[src/rtl/hsd_pkg.sv]
// ----------------------------------------------------------------------------
// hsd_pkg
// shared types and constants of the huffman stream decoder
// ----------------------------------------------------------------------------
`default_nettype none

package hsd_pkg;

  // node table depth default, handed down from the top level
  localparam int unsigned NodeSlotsDef = 512;

  // fixed widths of the stream format
  localparam int unsigned ByteW   = 8;
  localparam int unsigned SymW    = 8;
  localparam int unsigned SymCntW = $clog2(SymW);
  localparam int unsigned PadW    = 3;
  localparam int unsigned PosW    = 4;   // bit position 0..8 inside a byte

  // first stream bit of the opening byte sits above the padding count
  localparam logic [PosW-1:0] FirstDataPos = PosW'(PadW);
  localparam logic [PosW-1:0] ByteEndPos   = PosW'(ByteW);

  // depth of the queue between front and back
  localparam int unsigned QDepth = 2;
  localparam int unsigned QPtrW  = $clog2(QDepth);

  typedef enum logic [1:0] {
    PH_TREE,
    PH_DATA,
    PH_ERROR
  } hsd_phase_e;

  // one classified byte, as queued for the back end
  typedef struct packed {
    logic [ByteW-1:0] data;
    logic             last;
    logic [PosW-1:0]  start_pos;
    logic [PosW-1:0]  stop_pos;
  } hsd_beat_t;

endpackage

`default_nettype wire

[src/rtl/hsd_queue.sv]
// ----------------------------------------------------------------------------
// hsd_queue
// short fifo of classified beats between front and back
// ----------------------------------------------------------------------------
`default_nettype none

module hsd_queue import hsd_pkg::*; (
  input  wire logic      clk_i,
  input  wire logic      rst_ni,
  input  wire logic      push_i,
  input  hsd_beat_t      push_beat_i,
  output logic           full_o,
  input  wire logic      pop_i,
  output logic           empty_o,
  output hsd_beat_t      head_o
);

  hsd_beat_t         entries_q [QDepth];
  logic [QPtrW-1:0]  wr_ptr_q, wr_ptr_d;
  logic [QPtrW-1:0]  rd_ptr_q, rd_ptr_d;
  logic [QPtrW:0]    cnt_q, cnt_d;

  assign full_o  = (cnt_q == (QPtrW+1)'(QDepth));
  assign empty_o = (cnt_q == '0);
  assign head_o  = entries_q[rd_ptr_q];

  always_comb begin
    wr_ptr_d = wr_ptr_q;
    rd_ptr_d = rd_ptr_q;
    cnt_d    = cnt_q;
    if (push_i) begin
      wr_ptr_d = (wr_ptr_q == QPtrW'(QDepth-1)) ? '0 : wr_ptr_q + 1'b1;
    end
    if (pop_i) begin
      rd_ptr_d = (rd_ptr_q == QPtrW'(QDepth-1)) ? '0 : rd_ptr_q + 1'b1;
    end
    if (push_i && !pop_i) begin
      cnt_d = cnt_q + 1'b1;
    end else if (pop_i && !push_i) begin
      cnt_d = cnt_q - 1'b1;
    end
  end

  always_ff @(posedge clk_i) begin
    if (push_i) begin
      entries_q[wr_ptr_q] <= push_beat_i;
    end
  end

  always_ff @(posedge clk_i or negedge rst_ni) begin
    if (!rst_ni) begin
      wr_ptr_q <= '0;
      rd_ptr_q <= '0;
      cnt_q    <= '0;
    end else begin
      wr_ptr_q <= wr_ptr_d;
      rd_ptr_q <= rd_ptr_d;
      cnt_q    <= cnt_d;
    end
  end

endmodule

`default_nettype wire

[config.mk]
export PLATFORM = sky130hd
export DESIGN_NAME = hsd_queue
export DESIGN_NICKNAME = d
export VERILOG_FILES = /design/src/rtl/hsd_pkg.sv /design/src/rtl/hsd_queue.sv
export SDC_FILE = /design/constraint.sdc
export NUM_CORES = 1
export LEC_CHECK = 0
export BUFFER_PORTS_ARGS = -buffer_cell sky130_fd_sc_hd__buf_2
export CORE_MARGIN = 2
export CORE_UTILIZATION = 40
export DETAILED_ROUTE_END_ITERATION = 8
export GPL_TIMING_DRIVEN = 0
export PLACE_DENSITY_LB_ADDON = 0.05
export SLEW_MARGIN = 20
export SYNTH_ARGS = -nofsm -noshare
export SYNTH_HDL_FRONTEND = slang
export SYNTH_SLANG_ARGS = --single-unit
[constraint.sdc]
create_clock -name clk_i -period 1.9 [get_ports clk_i]
set_clock_uncertainty 0.05 [all_clocks]
set_input_delay 0.095 -clock clk_i [delete_from_list [all_inputs] [get_ports clk_i]]
set_output_delay 0.095 -clock clk_i [all_outputs]
set_load 0.01 [all_outputs]
==> key figures <==
Status
  – Status: completed

Floorplanning
  – I/O Pins: 40
  – Die W: 64.5 um
  – Die Ht: 64.5 um
  – Initial Util: 0.429
  – Die area: 4160 um^2
  – Core Footprint: 3420 um^2
  – Cell row count: 21

Placed design
  – DP Wirelength: 1.40 mm
  – I/O Buffers: 39
  – Routability Congestion: 0.616
  – Pre-CTS WS: 0.360 ns

Hold path
  – Hold WC Path Type: in2async

Synth
  – Number of flops mapped to enable cells by yosys: 34
  – Average size of a mapped cell: 21.2 um^2
  – Async SR Flop Fraction: 0.105
  – Sequential element share of the synthesized area: 0.766
  – Post-synthesis cell area: 1460 um^2
  – Number of synthesized register bits: 38
  – Synth Area in Adders: 0.00855
  – Post-synthesis xor/xnor area fraction: 0.0299
  – Gate count after technology mapping: 69
  – Mux cell area share after synthesis: 0.154
  – Synth top area share: 0.697
  – Synth Flop Type: edfxtp_1
  – Syn nets: 91
  – Unique masters post-synth: 13
  – Top post-synthesis cells by count: edfxtp_1, mux2_4, mux2_2, dfrtp_1, xor2_1
  – Simple-gate share of the synthesized area: 0.0179
  – Leading area contributor after synthesis: edfxtp_1
  – Top cells by area, synth: edfxtp_1, mux2_4, dfrtp_1
  – Synth warnings: 0
  – Complex-gate fraction of the synthesized area: 0
  – Largest family of logic cells by synthesized area: multiplexers
  – Most frequent cell after synthesis: edfxtp_1

Clocking
  – Htree depth: 2
  – Post-cts gate resize count: 0
  – CTS Buf Count: 5
  – CTS sink cnt: 38
  – Post-CTS Hold Fix Bufs: 20
  – Clk pin slew, worst setup/hold paths: 0.10 ns
  – Clock buffer depth: 2
  – Root Driver: clkbuf_4
  – Clk Latency, worst-skew pair: 0.33 ns
  – CTS tree: yes
  – Post-CTS Setup Bufs: 0

STA
  – Part of the cycle the worst path needs: 0.837
  – PnR worst setup slack: 0.310 ns
  – Endpoints failing hold: 0
  – TNS Setup: 0 ns
  – RSZ-0062 raised after global routing: no
  – Slew Viols, Final: 0
  – Slew HR: 0.466
  – Fmax: 629 MHz
  – Final setup fails: 0
  – Final Critical Period: 1.59 ns
  – Slew @ Worst Pin: 0.801 ns

Job
  – Max_cap viols: 0

Setup path
  – Worst Setup Path Type: reg2out
  – Crit start category: flop
  – Worst EP required: 1.75 ns
  – Worst EP arrival: 1.45 ns
  – Critical Path End Type: output port
  – Max incr delay on CP: 0.39 ns
  – Crit path max-delay family: buffers and inverters
  – CP bufs+invs: 3
  – Worst path slowest cell: dfrtp_1
  – CP max FO: 10
  – Crit-path cells: buf_6, buf_12, mux2_4, buf_2

Finish
  – Diode count: 0
  – Layout Nets: 158
  – Area Overhead vs Synth: 35.6%
  – Share of layout cells above drive strength 1: 0.482
  – Core Util, Final: 0.581

Routing
  – DRT iter0 DRCs: 24
  – Routed Wire Length: 2.18 mm
  – Pre-antenna DRT Iters: 4
  – DR WL/cell: 11.9 um
  – Via-to-Cell Ratio: 4.48
  – Antenna viol nets, final: 0
  – Remaining DRCs: 0
  – Total vias in the final route: 820

Global routing
  – Total GRT Usage: 0.127
  – First-pass GRT wire length: 3.72 mm
  – Busiest layer in global routing: met2
  – Met2 GRT Util: 0.220
  – Initial antenna violation count: 0
  – Met1 Usage GRT: 0.129
  – Grt ovf: 0
  – GR Util met3: 0.0608
  – Largest net degree at the start of global routing: 18
  – Via count of the first global-routing pass: 838

Power
  – VDD IR max: 0.000586 V
  – Power Density: 1230 nW/um^2
  – Leakage: 0.808 nW
sequential cells by signal, summed over array words and instances (netlist names):
signal / cells
entries_q: 34
cnt_q: 2
wr_ptr_q: 1
rd_ptr_q: 1
worst paths after layout:
path / from / end / slack [ns] / cells after the start
min in group clk_i: push_beat_i[3] / entries_q[0][3] / 0.42 / 2
worst min register to register: cnt_q[1] / cnt_q[1] / 0.45 / 1
max in group asynchronous: rst_ni / cnt_q[0] / 1.65 / 2
worst max register to register: wr_ptr_q / entries_q[1][11] / 0.40 / 1
worst max-delay path: rd_ptr_q / head_o[13] / 0.31 / 4
worst min-delay path: rst_ni / wr_ptr_q / 0.04 / 2
report_power, final:
group          internal, mW  switching, mW
registers              1.12         0.0672
logic                 0.487          0.398
clock network         0.139          0.238
total                  1.75          0.704
logic make-up (layout without fill, tap and decap cells):
logic type	after synthesis	after routing
adders and majority gates	1	1
and+or+nand+nor	5	5
muxes	17	17
buffers and inverters	3	71
DFF	38	38
xor gates and xnor gates	5	5
metrics by stage:
stage                     hold WS [ns]  area (um^2)  power (mW)  std cells
after floorplan                 -0.251         1460        1.79         69
final                           0.0378         1980        2.45        183
after detailed placement        -0.143         1730        2.09        155
after global routing            0.0302         1980        2.61        183
after global placement          -0.145         1720        2.06        154
after CTS                       0.0152         1980        2.50        183
layer usage:
| layer | part of all wire | wire (um) | vias to the layer above |
|---|---|---|---|
| met1 | 0.42 | 909 | 398 |
| met4 | 0.014 | 31 | 0 |
| met2 | 0.51 | 1110 | 26 |
| met3 | 0.062 | 135 | 4 |
| met5 | 0 | 0 | - |
| li1 | - | - | 392 |
cells in the final DEF, fill, tap and decap left out, types with 2 or more instances in the layout:
cell	synthesis	final
buf_2	0	39
edfxtp_1	34	34
dlygate4sd3_1	0	20
mux2_4	9	9
mux2_2	8	8
clkbuf_4	0	5
xor2_1	4	4
dfrtp_1	4	4
nor2_1	2	2
final cells by class:
type | instances | area, um^2
fillers | 296 | 1430
repair buffers | 60 | 410
flip-flops and latches | 38 | 1120
multi-input cells | 28 | 310
well taps | 46 | 57.6
clock inverters | 2 | 8.76
plain buffers | 2 | 31.3
inverters | 1 | 3.75
clock buffers | 6 | 41.3
Power figures use the tool's default switching activity.
