## src/rtl/hsd_pkg.sv

```systemverilog
// ----------------------------------------------------------------------------
// hsd_pkg
// shared types and constants of the huffman stream decoder
// ----------------------------------------------------------------------------
`default_nettype none

package hsd_pkg;

  // node table depth default, handed down from the top level
  localparam int unsigned NodeSlotsDef = 512;

  // fixed widths of the stream format
  localparam int unsigned ByteW   = 8;
  localparam int unsigned SymW    = 8;
  localparam int unsigned SymCntW = $clog2(SymW);
  localparam int unsigned PadW    = 3;
  localparam int unsigned PosW    = 4;   // bit position 0..8 inside a byte

  // first stream bit of the opening byte sits above the padding count
  localparam logic [PosW-1:0] FirstDataPos = PosW'(PadW);
  localparam logic [PosW-1:0] ByteEndPos   = PosW'(ByteW);

  // depth of the queue between front and back
  localparam int unsigned QDepth = 2;
  localparam int unsigned QPtrW  = $clog2(QDepth);

  typedef enum logic [1:0] {
    PH_TREE,
    PH_DATA,
    PH_ERROR
  } hsd_phase_e;

  // one classified byte, as queued for the back end
  typedef struct packed {
    logic [ByteW-1:0] data;
    logic             last;
    logic [PosW-1:0]  start_pos;
    logic [PosW-1:0]  stop_pos;
  } hsd_beat_t;

endpackage

`default_nettype wire

```

## src/rtl/hsd_front.sv

```systemverilog
// ----------------------------------------------------------------------------
// hsd_front
// accepts input beats and tags each with its usable bit range
// ----------------------------------------------------------------------------
`default_nettype none

module hsd_front import hsd_pkg::*; (
  input  wire logic             clk_i,
  input  wire logic             rst_ni,
  input  wire logic             in_valid_i,
  output logic                  in_ready_o,
  input  wire logic [ByteW-1:0] in_byte_i,
  input  wire logic             last_byte_i,
  input  wire logic             q_full_i,
  output logic                  q_push_o,
  output hsd_beat_t             q_beat_o
);

  logic            first_q, first_d;
  logic [PadW-1:0] pad_q, pad_d;
  logic [PadW-1:0] pad_sel;

  assign in_ready_o = !q_full_i;
  assign q_push_o   = in_valid_i && !q_full_i;

  // the opening byte of a stream carries its own padding count
  assign pad_sel = first_q ? in_byte_i[PadW-1:0] : pad_q;

  always_comb begin
    q_beat_o.data      = in_byte_i;
    q_beat_o.last      = last_byte_i;
    q_beat_o.start_pos = first_q ? FirstDataPos : '0;
    q_beat_o.stop_pos  = last_byte_i ? (ByteEndPos - PosW'(pad_sel)) : ByteEndPos;
  end

  always_comb begin
    first_d = first_q;
    pad_d   = pad_q;
    if (q_push_o) begin
      first_d = last_byte_i;
      pad_d   = last_byte_i ? '0 : pad_sel;
    end
  end

  always_ff @(posedge clk_i or negedge rst_ni) begin
    if (!rst_ni) begin
      first_q <= 1'b1;
      pad_q   <= '0;
    end else begin
      first_q <= first_d;
      pad_q   <= pad_d;
    end
  end

endmodule

`default_nettype wire

```

## config.mk

```make
export PLATFORM = sky130hd
export DESIGN_NAME = hsd_front
export DESIGN_NICKNAME = d
export VERILOG_FILES = /design/src/rtl/hsd_pkg.sv /design/src/rtl/hsd_front.sv
export SDC_FILE = /design/constraint.sdc
export NUM_CORES = 1
export LEC_CHECK = 0
export ABC_AREA = 1
export ABC_CLOCK_PERIOD_IN_PS = 1400
export BUFFER_PORTS_ARGS = -buffer_cell sky130_fd_sc_hd__buf_2
export CORE_AREA = 3 3 40 42
export CTS_BUF_LIST = sky130_fd_sc_hd__clkbuf_2 sky130_fd_sc_hd__clkbuf_4 sky130_fd_sc_hd__clkbuf_8
export DETAILED_ROUTE_END_ITERATION = 6
export DIE_AREA = 0 0 43 45
export GPL_ROUTABILITY_DRIVEN = 0
export GPL_TIMING_DRIVEN = 0
export MAX_ROUTING_LAYER = met4
export PLACE_DENSITY_LB_ADDON = 0.25
export SLEW_MARGIN = 20
export SYNTH_ARGS = -nofsm -noshare
export SYNTH_HDL_FRONTEND = slang
export SYNTH_SLANG_ARGS = --single-unit
export TNS_END_PERCENT = 20
```

## constraint.sdc

```tcl
create_clock -name clk_i -period 1.4 [get_ports clk_i]
set_input_delay 0.07 -clock clk_i [delete_from_list [all_inputs] [get_ports clk_i]]
set_output_delay 0.07 -clock clk_i [all_outputs]
set_load 0.02 [all_outputs]
```

==> results by stage, run 1 <==
Run status:
- The flow ran to the end, but the final reports show violations.
- The final reports fail on negative setup slack.

STA:
- After layout, the minimum clock period comes to 1527 ps.
- After layout, the worst setup slack is -127.3 ps.
- The highest clock frequency the design can meet is 654.7 MHz.
- The final-report max-slew violation count is 0.
- The final cycle utilization of the critical path is 109.1%.
- The worst-case hold slack is 149.7 ps.
- The number of hold violations in the final report was 0.
- The final clock skew is 3.650 ps.
- Setup repair after global routing could not meet its margin everywhere.
- Setup violations remaining at the end of the flow were counted as 4.

Synthesis:
- The synthesized instance count is 58.
- The mean post-synth cell area is 6.774 um2.
- The number of different library cells used by synthesis comes to 13.
- Counting flops and latches in the post-synthesis netlist gives 4.
- The cell area that synthesis handed to floorplanning was 392.9 um2.
- The Yosys warning count is 0.
- The proportion of synthesized chip area in sequential cells is 25.80%.

Drt:
- Across all layers, the routed design uses 429 vias.
- Once detail routing completed, the nets flagged for antenna violations numbered 0.
- The total routed wirelength is 866 um.
- Dividing the detail-routed wire length by the instance count gives 8.019 um.
- After detailed routing, the number of vias per cell comes to 3.972.
- The first TritonRoute pass finished after 4 iterations.
- The first routing iteration left 3 violations.
- After detailed routing, the number of remaining DRC violations is 0.

Critical path:
- The maximum fanout along the worst path is 5.
- The type of origin of the critical path is a flip-flop.
- The worst reg-to-reg path cell count is 5.
- By startpoint and endpoint, the worst setup path is classified as reg2out.
- Data on the critical path is required at its endpoint by 1330 ps.
- The worst reg-to-reg setup slack is 300 ps.
- The worst setup path is captured at an output port.
- The data arrival time at the worst-slack endpoint is 1460 ps.

Cells and area:
- The area growth from synthesis to layout is 71.66%.
- The sequential standard cell area is 101.3 um2.
- The antenna diode count is 0.
- At the end of the flow, the number of nets in the layout was 108.
- Of the cells placed in the final design, the portion with a size suffix greater than 1 is 67.74%.
- At the end of the flow the core is filled with cells to 52.48%.
- The post-route non-filler standard cell count is 108.
- The multi-input combinational cells in the finished layout cover a total of 198.9 um2.
- The filler cells instantiated in the layout total 134.

CTS:
- The clock input transition at the sequential cells of the worst setup and hold paths is 40 ps.
- The count of clock tree sinks is 4.
- The CTS buffer count is 3.
- The tree is rooted in a clkbuf_4.
- Clock latency on the worst-skew pair, taken at its later pin, is 230 ps.
- The clock tree from TritonCTS is built.
- The total number of H-tree levels is 1.
- The longest clock path from root to sink contains 2 buffers.

Floorplanning:
- The die height is 45 um.
- The die span in x is 43 um.
- The effective utilization at floorplan is 30.57%.
- The area of the core is 1285 um2.
- 32 I/O pins were placed.
- The die covers 1935 um2.
- After floorplanning, the core was divided into 13 placement rows.

Global routing:
- The total routing resource utilization after global routing is 10.16%.
- Entering global routing, the biggest net connects 6 pins.
- The initial antenna violation count is 0.
- The number of global-route vias before repair is 369.
- The first global-routing pass estimated 1.393 mm of wire.
- The residual overflow from global routing is 0.

Worst hold path:
- The tightest min-delay check is of the in2reg type.
- Counting instances, the worst hold path has a depth of 4.

Power:
- The static leakage power is 0.4031 nW.
- The cell area power density is 974.5 nW/um2.
- Across the VDD grid, the largest voltage drop is 0.0005609 V.

Placed design:
- The number of I/O port buffers is 24.
- The placed cell count is 98.
- The wire-length estimate of the detail-placed layout is 683.1 um.

Flow run:
- The total of max-cap violations is 0.
## logic make-up after synthesis
| logic type | count (synthesis) | share of synthesized area [%] |
|---|---|---|
| DFF | 4 | 25.80 |
| adders and majority gates | 1 | 3.184 |
| AOI/OAI and AO/OA | 4 | 8.601 |
| and+or+nand+nor | 24 | 26.11 |
| buffers and inverters | 24 | 35.35 |
| other | 1 | 0.9545 |
## cells in the mapped netlist (all sizes together)
cell type	count	area, um2
nand2	19	81.32
buf	13	97.59
inv	11	41.29
dfrtp	3	75.07
nor2	3	11.26
o21ai	3	26.28
nand3	2	10.01
conb	1	3.750
dfstp	1	26.28
ha	1	12.51
o21a	1	7.510
## repair_timing
action | CTS | global route
pin swaps | 7 | 5
hold buffers | 1 | 0
buffers inserted | 5 | 0
endpoints found under the setup margin | 4 | 4
endpoints found under the hold margin | 4 | 0
gates resized for setup | 12 | 4
cloned | 0 | 0
## metal layers
metal / GRT usage, % / part of all wire (%) / up-vias
met5: - / 0 / -
met4: 9.036 / 0 / 0
met3: 2.390 / 8.1 / 0
met2: 17.07 / 55 / 15
met1: 9.756 / 37 / 189
li1: - / - / 225
## layout by cell type (no fill, tap or decap)
cell type	instances
buf_6	3
nand2_4	1
nand3_1	1
dfrtp_1	3
o21ai_2	3
conb_1	2
inv_1	10
o21a_1	1
nand2_2	7
buf_4	18
buf_2	21
ha_4	1
nor2_1	1
nand2_1	11
dlygate4sd3_1	1
inv_2	1
dfstp_2	1
nor2_2	1
nor2_4	1
clkbuf_4	4
nand3_2	1
## cell type report
type | instances | area share [%]
buffer | 13 | 14.47
clock buffer | 4 | 4.453
inverter | 11 | 6.122
multi-input combinational | 31 | 29.50
sequential | 4 | 15.03
tap | 15 | 2.783
timing repair buffer | 30 | 27.64
## worst paths after layout
check | from | end
max reg2reg | first_q | pad_q[0]
min reg2reg | pad_q[1] | pad_q[1]
min in group asynchronous | rst_ni | pad_q[1]
min | in_valid_i | pad_q[0]
max in group asynchronous | rst_ni | first_q
max | first_q | q_beat_o[2]
## report_power, final
group | switching [mW] | total (mW) | internal [mW]
logic | 0.177 | 0.335 | 0.158
clock network | 0.0483 | 0.175 | 0.126
registers | 0.0122 | 0.148 | 0.135
## stage by stage
step / power (mW) / worst slack [ps] / TNS (ps) / area, um2
2_1_floorplan: 0.3340 / 52.25 / 0 / 399.1
3_3_place_gp: 0.3994 / -48.66 / -53.30 / 538.0
3_5_place_dp: 0.4026 / -69.83 / -87.05 / 538.0
4_1_cts: 0.6591 / -184.4 / -489.1 / 658.1
5_1_grt: 0.7113 / -211.6 / -646.8 / 674.4
6_report: 0.6572 / -127.3 / -334.8 / 674.4
## state kept, by name, indices dropped and copies added (netlist names)
signal and cells:
first_q 1, pad_q 3
## critical path, cell delays in order, from the launching register on
cell and delay (ps):
dfstp_2 560, inv_2 60, nand2_2 60, nand2_2 70
ha_4 170, nand3_2 50, nand2_2 50, nor2_2 90
buf_6 120
Power figures use the tool's default switching activity.
==> run 2: changes to the inputs <==
Settings changed: ABC_AREA 1 to default, CTS_CLUSTER_DIAMETER from default to 100.
==> run 2 against run 1 <==
- the run still ends with negative setup slack left
- clock power about the same
- final area decreased by 3.0%
- largest cell class unchanged
- count of clock-buffer cells in the layout unchanged
- core utilization decreased by 1.6 points
==> results by stage, run 2 <==
Run status:
- Result of the run: finished, violations left (unchanged).
- Violated checks: negative setup slack (unchanged).

STA:
- The final-report max-slew violation count is 0 (unchanged).
- The worst path setup slack after routing is -380.7 ps (was -127.3 ps).
- The worst-case hold slack is 110.6 ps (was 149.7 ps).
- The final clock skew is 5.972 ps (was 3.650 ps).
- The number of hold violations in the final report is 0 (unchanged).
- The post-route minimum period came to 1781 ps (was 1527 ps).
- RSZ-0062 raised after global routing: yes (unchanged).
- The final count of negative-setup-slack endpoints is 4 (unchanged).
- The highest clock frequency the design can meet is 561.6 MHz (was 654.7 MHz).
- The final cycle utilization of the critical path is 127.2% (was 109.1%).

Synthesis:
- The top cell type by total area after synthesis is buf_4 (unchanged).
- The number of distinct library cells after synthesis was 19 (was 13).
- Cell types with the largest area share after synthesis: buf_4 26%, dfrtp_1 20%, mux2i_2 7.4% (was buf_4 25%, dfrtp_1 19%, nand2_1 14%).
- The Yosys warning count is 0 (unchanged).
- The mean post-synth cell area is 8.700 um2 (was 6.774 um2).
- Most frequent cells after synthesis: 13 x buf_4, 7 x nand2_1, 3 x dfrtp_1 (was 15 x nand2_1, 13 x buf_4, 10 x inv_1, 4 x nand2_2).
- The dominant cell by count in the synthesized netlist is buf_4 (was nand2_1).
- The synthesized instance count was 43 (was 58).
- The total of flip-flops plus latches after synthesis is 4 (unchanged).
- The portion of synthesized cell area occupied by the leading cell type is 26.09% (was 24.84%).
- The proportion of synthesized chip area in sequential cells is 27.09% (was 25.80%).
- The leading register cell type out of synthesis is dfrtp_1 (unchanged).
- The number of synthesized flops with an enable pin came to 0 (unchanged).
- The fraction of registers with async set/reset was 100.0% (unchanged).
- The post-synthesis cell area came to 374.1 um2 (was 392.9 um2).

Drt:
- The detailed-route wire length per cell was 8.914 um (was 8.019 um).
- The via total after detailed routing is 372 (was 429).
- The number of detailed-route iterations in the first pass is 1 (was 4).
- The total routed wirelength is 829 um (was 866 um).
- The number of nets with antenna violations after detailed routing is 0 (unchanged).
- The via count normalized by instance count was 4.000 (was 3.972).
- The DRC marker count from the first detailed-route iteration was 0 (was 3).
- The count of unresolved DRC violations after routing is 0 (unchanged).

Critical path:
- The critical path capture point type is an output port (unchanged).
- The worst reg-to-reg setup slack is 70 ps (was 300 ps).
- The type of origin of the critical path is a flip-flop (unchanged).
- The critical path's most frequent cell is buf_6 (was nand2_2).
- The highest-delay cell along the critical path is dfstp_2 (unchanged).
- The maximum single-stage delay on the critical path is 530 ps (was 560 ps).
- The maximum fanout along the worst path is 3 (was 5).
- The required time of the worst setup path is 1330 ps (about the same).
- The critical path start-end classification is reg2out (unchanged).
- The data arrival time at the worst-slack endpoint is 1710 ps (was 1460 ps).
- The worst reg-to-reg path cell count is 5 (unchanged).
- CP cell instances: buf_6, mux2i_4, ha_2, xor2_1, and2_4, buf_6 (was inv_2, nand2_2, nand2_2, ha_4, nand3_2, nand2_2, nor2_2, buf_6).

Flow run:
- The total of max-cap violations is 0 (unchanged).

Global routing:
- The met3 routing resource usage after global routing came to 2.789% (was 2.390%).
- The number of global-route vias before repair is 337 (was 369).
- The largest net degree at the start of global routing came to 10 (was 6).
- The global routing met1 resource utilization is 10.49% (was 9.756%).
- The initial antenna violation count is 0 (unchanged).
- The layer carrying the most global-route usage is met2 (unchanged).
- The residual overflow from global routing is 0 (unchanged).
- The met2 routing resource usage after global routing is 14.97% (was 17.07%).
- The total routing resource utilization after global routing came to 9.905% (was 10.16%).
- The wire length of the first global-routing pass is 1.338 mm (was 1.393 mm).

Placed design:
- The number of I/O port buffers is 24 (unchanged).
- The placed cell count is 83 (was 98).
- The pre-CTS worst setup slack came to -249.4 ps (was -69.83 ps).
- The HPWL after detailed placement is 659.6 um (was 683.1 um).

Floorplanning:
- The die outline area came to 1935 um2 (unchanged).
- The effective utilization at floorplan is 29.11% (was 30.57%).
- The floorplan row count is 13 (unchanged).
- The number of ports placed on the die boundary was 32 (unchanged).
- The die span in x came to 43 um (unchanged).
- The area of the core is 1285 um2 (unchanged).
- The die height is 45 um (unchanged).

Power:
- The largest vdd supply drop is 0.0004046 V (was 0.0005609 V).
- The static leakage power was 0.3569 nW (was 0.4031 nW).
- The cell area power density is 1087 nW/um2 (was 974.5 nW/um2).

CTS:
- The clock insertion delay at the later pin of the skew report is 240 ps (was 230 ps).
- The clock tree from TritonCTS is built (unchanged).
- The count of clock tree sinks was 4 (unchanged).
- The CTS buffer count is 3 (unchanged).
- The clock input transition at the sequential cells of the worst setup and hold paths is 40 ps (about the same).
- The library cell used as clock root buffer is clkbuf_4 (unchanged).
- The largest buffer count on any clock path is 2 (unchanged).
- The total number of H-tree levels is 1 (unchanged).

Cells and area:
- The combined area of the multi-input logic cells came to 195.2 um2 (was 198.9 um2).
- The most common library cell in the layout ignoring fill and taps was buf_2 (unchanged).
- The net count of the finished layout came to 93 (was 108).
- The share of layout cells above drive strength 1 is 70.51% (was 67.74%).
- Largest registers: pad_q x3, first_q x1 (unchanged).
- The sequential standard cell area was 101.3 um2 (unchanged).
- The post-route non-filler standard cell count is 93 (was 108).
- The number of flip-flops in the largest register came to 3 (unchanged).
- The antenna diode count is 0 (unchanged).
- Most frequent cells in the layout: 22 x buf_2, 17 x buf_4, 7 x nand2_1 (was 21 x buf_2, 18 x buf_4, 11 x nand2_1).
- The number of fill cells is 128 (was 134).
- The most flop-heavy register is pad_q (unchanged).
- The area growth from synthesis to layout is 74.92% (was 71.66%).

Worst hold path:
- The path class of the lowest-slack min-delay path is in2reg (unchanged).
- The number of cells on the worst hold path is 3 (was 4).
run 2: cell count changes in the layout (fill, tap and decap cells not counted), sizes merged, moves of 2 or more:
cell   before  now
mux2i       0    3
nand2      19    7
and2        0    2
inv        11    2
nor2        3    0
o21ai       3    1
o31ai       0    2
run 2: logic make-up after synthesis:
group	Yosys count	synth area share [%]
xor+xnor	1	2.342
flops	4	27.09
mux	3	10.03
other cells	1	1.002
simple gates	13	18.06
fa+ha+maj	1	3.344
compound gates	4	7.022
buf+inv	16	31.10
run 2: what timing repair did:
action	in CTS	in global routing
hold buffers	1	0
resized for setup	6	1
pin swaps	1	2
setup buffers	4	1
endpoints found under the hold margin	4	0
setup endpoints to repair	4	4
run 2: power by group:
part           internal, mW  total, mW  leakage, nW  switching (mW)
clock                 0.126      0.177       0.0184          0.0506
sequential            0.140      0.162       0.0498          0.0215
combinational         0.204      0.372        0.289           0.168
run 2: critical path: cells and delay by family (launching register included):
family	cells	cell delay, ps
flip-flops	1	530
buffers and inverters	2	240
multiplexers	1	230
adder cells (fa/ha/maj)	1	190
AND/OR/NAND/NOR	1	160
XOR/XNOR	1	140
run 2: final cells by class:
type                    instances  area share [%]
plain buffers                  14           16.63
well taps                      15           2.868
flip-flops and latches          4           15.49
repair buffers                 30           29.45
clock buffers                   4           4.589
multi-input cells              24           29.83
inverters                       2           1.147
run 2: final timing paths:
check,from,to
setup / recovery,first_q,q_beat_o[2]
hold / removal,last_byte_i,first_q
setup reg to reg,first_q,pad_q[2]
hold reg to reg,pad_q[1],pad_q[1]
min in group asynchronous,rst_ni,pad_q[1]
max in group asynchronous,rst_ni,first_q
run 2: per-layer routing:
layer	up-vias	part of all wire, %
met5	-	0
met2	22	50
met1	156	39
li1	192	-
met3	2	8.9
met4	0	1.4
run 2: stage by stage:
stage	power (mW)	instance area, um2	util, %	setup TNS (ps)
finish	0.7110	654.4	50.93	-1155
global route	0.7507	654.4	50.93	-1404
CTS	0.7089	643.1	50.05	-1142
detailed placement	0.4557	531.8	41.38	-416.7
global placement	0.4491	531.8	41.38	-388.9
floorplan	0.3788	392.9	-	-89.35
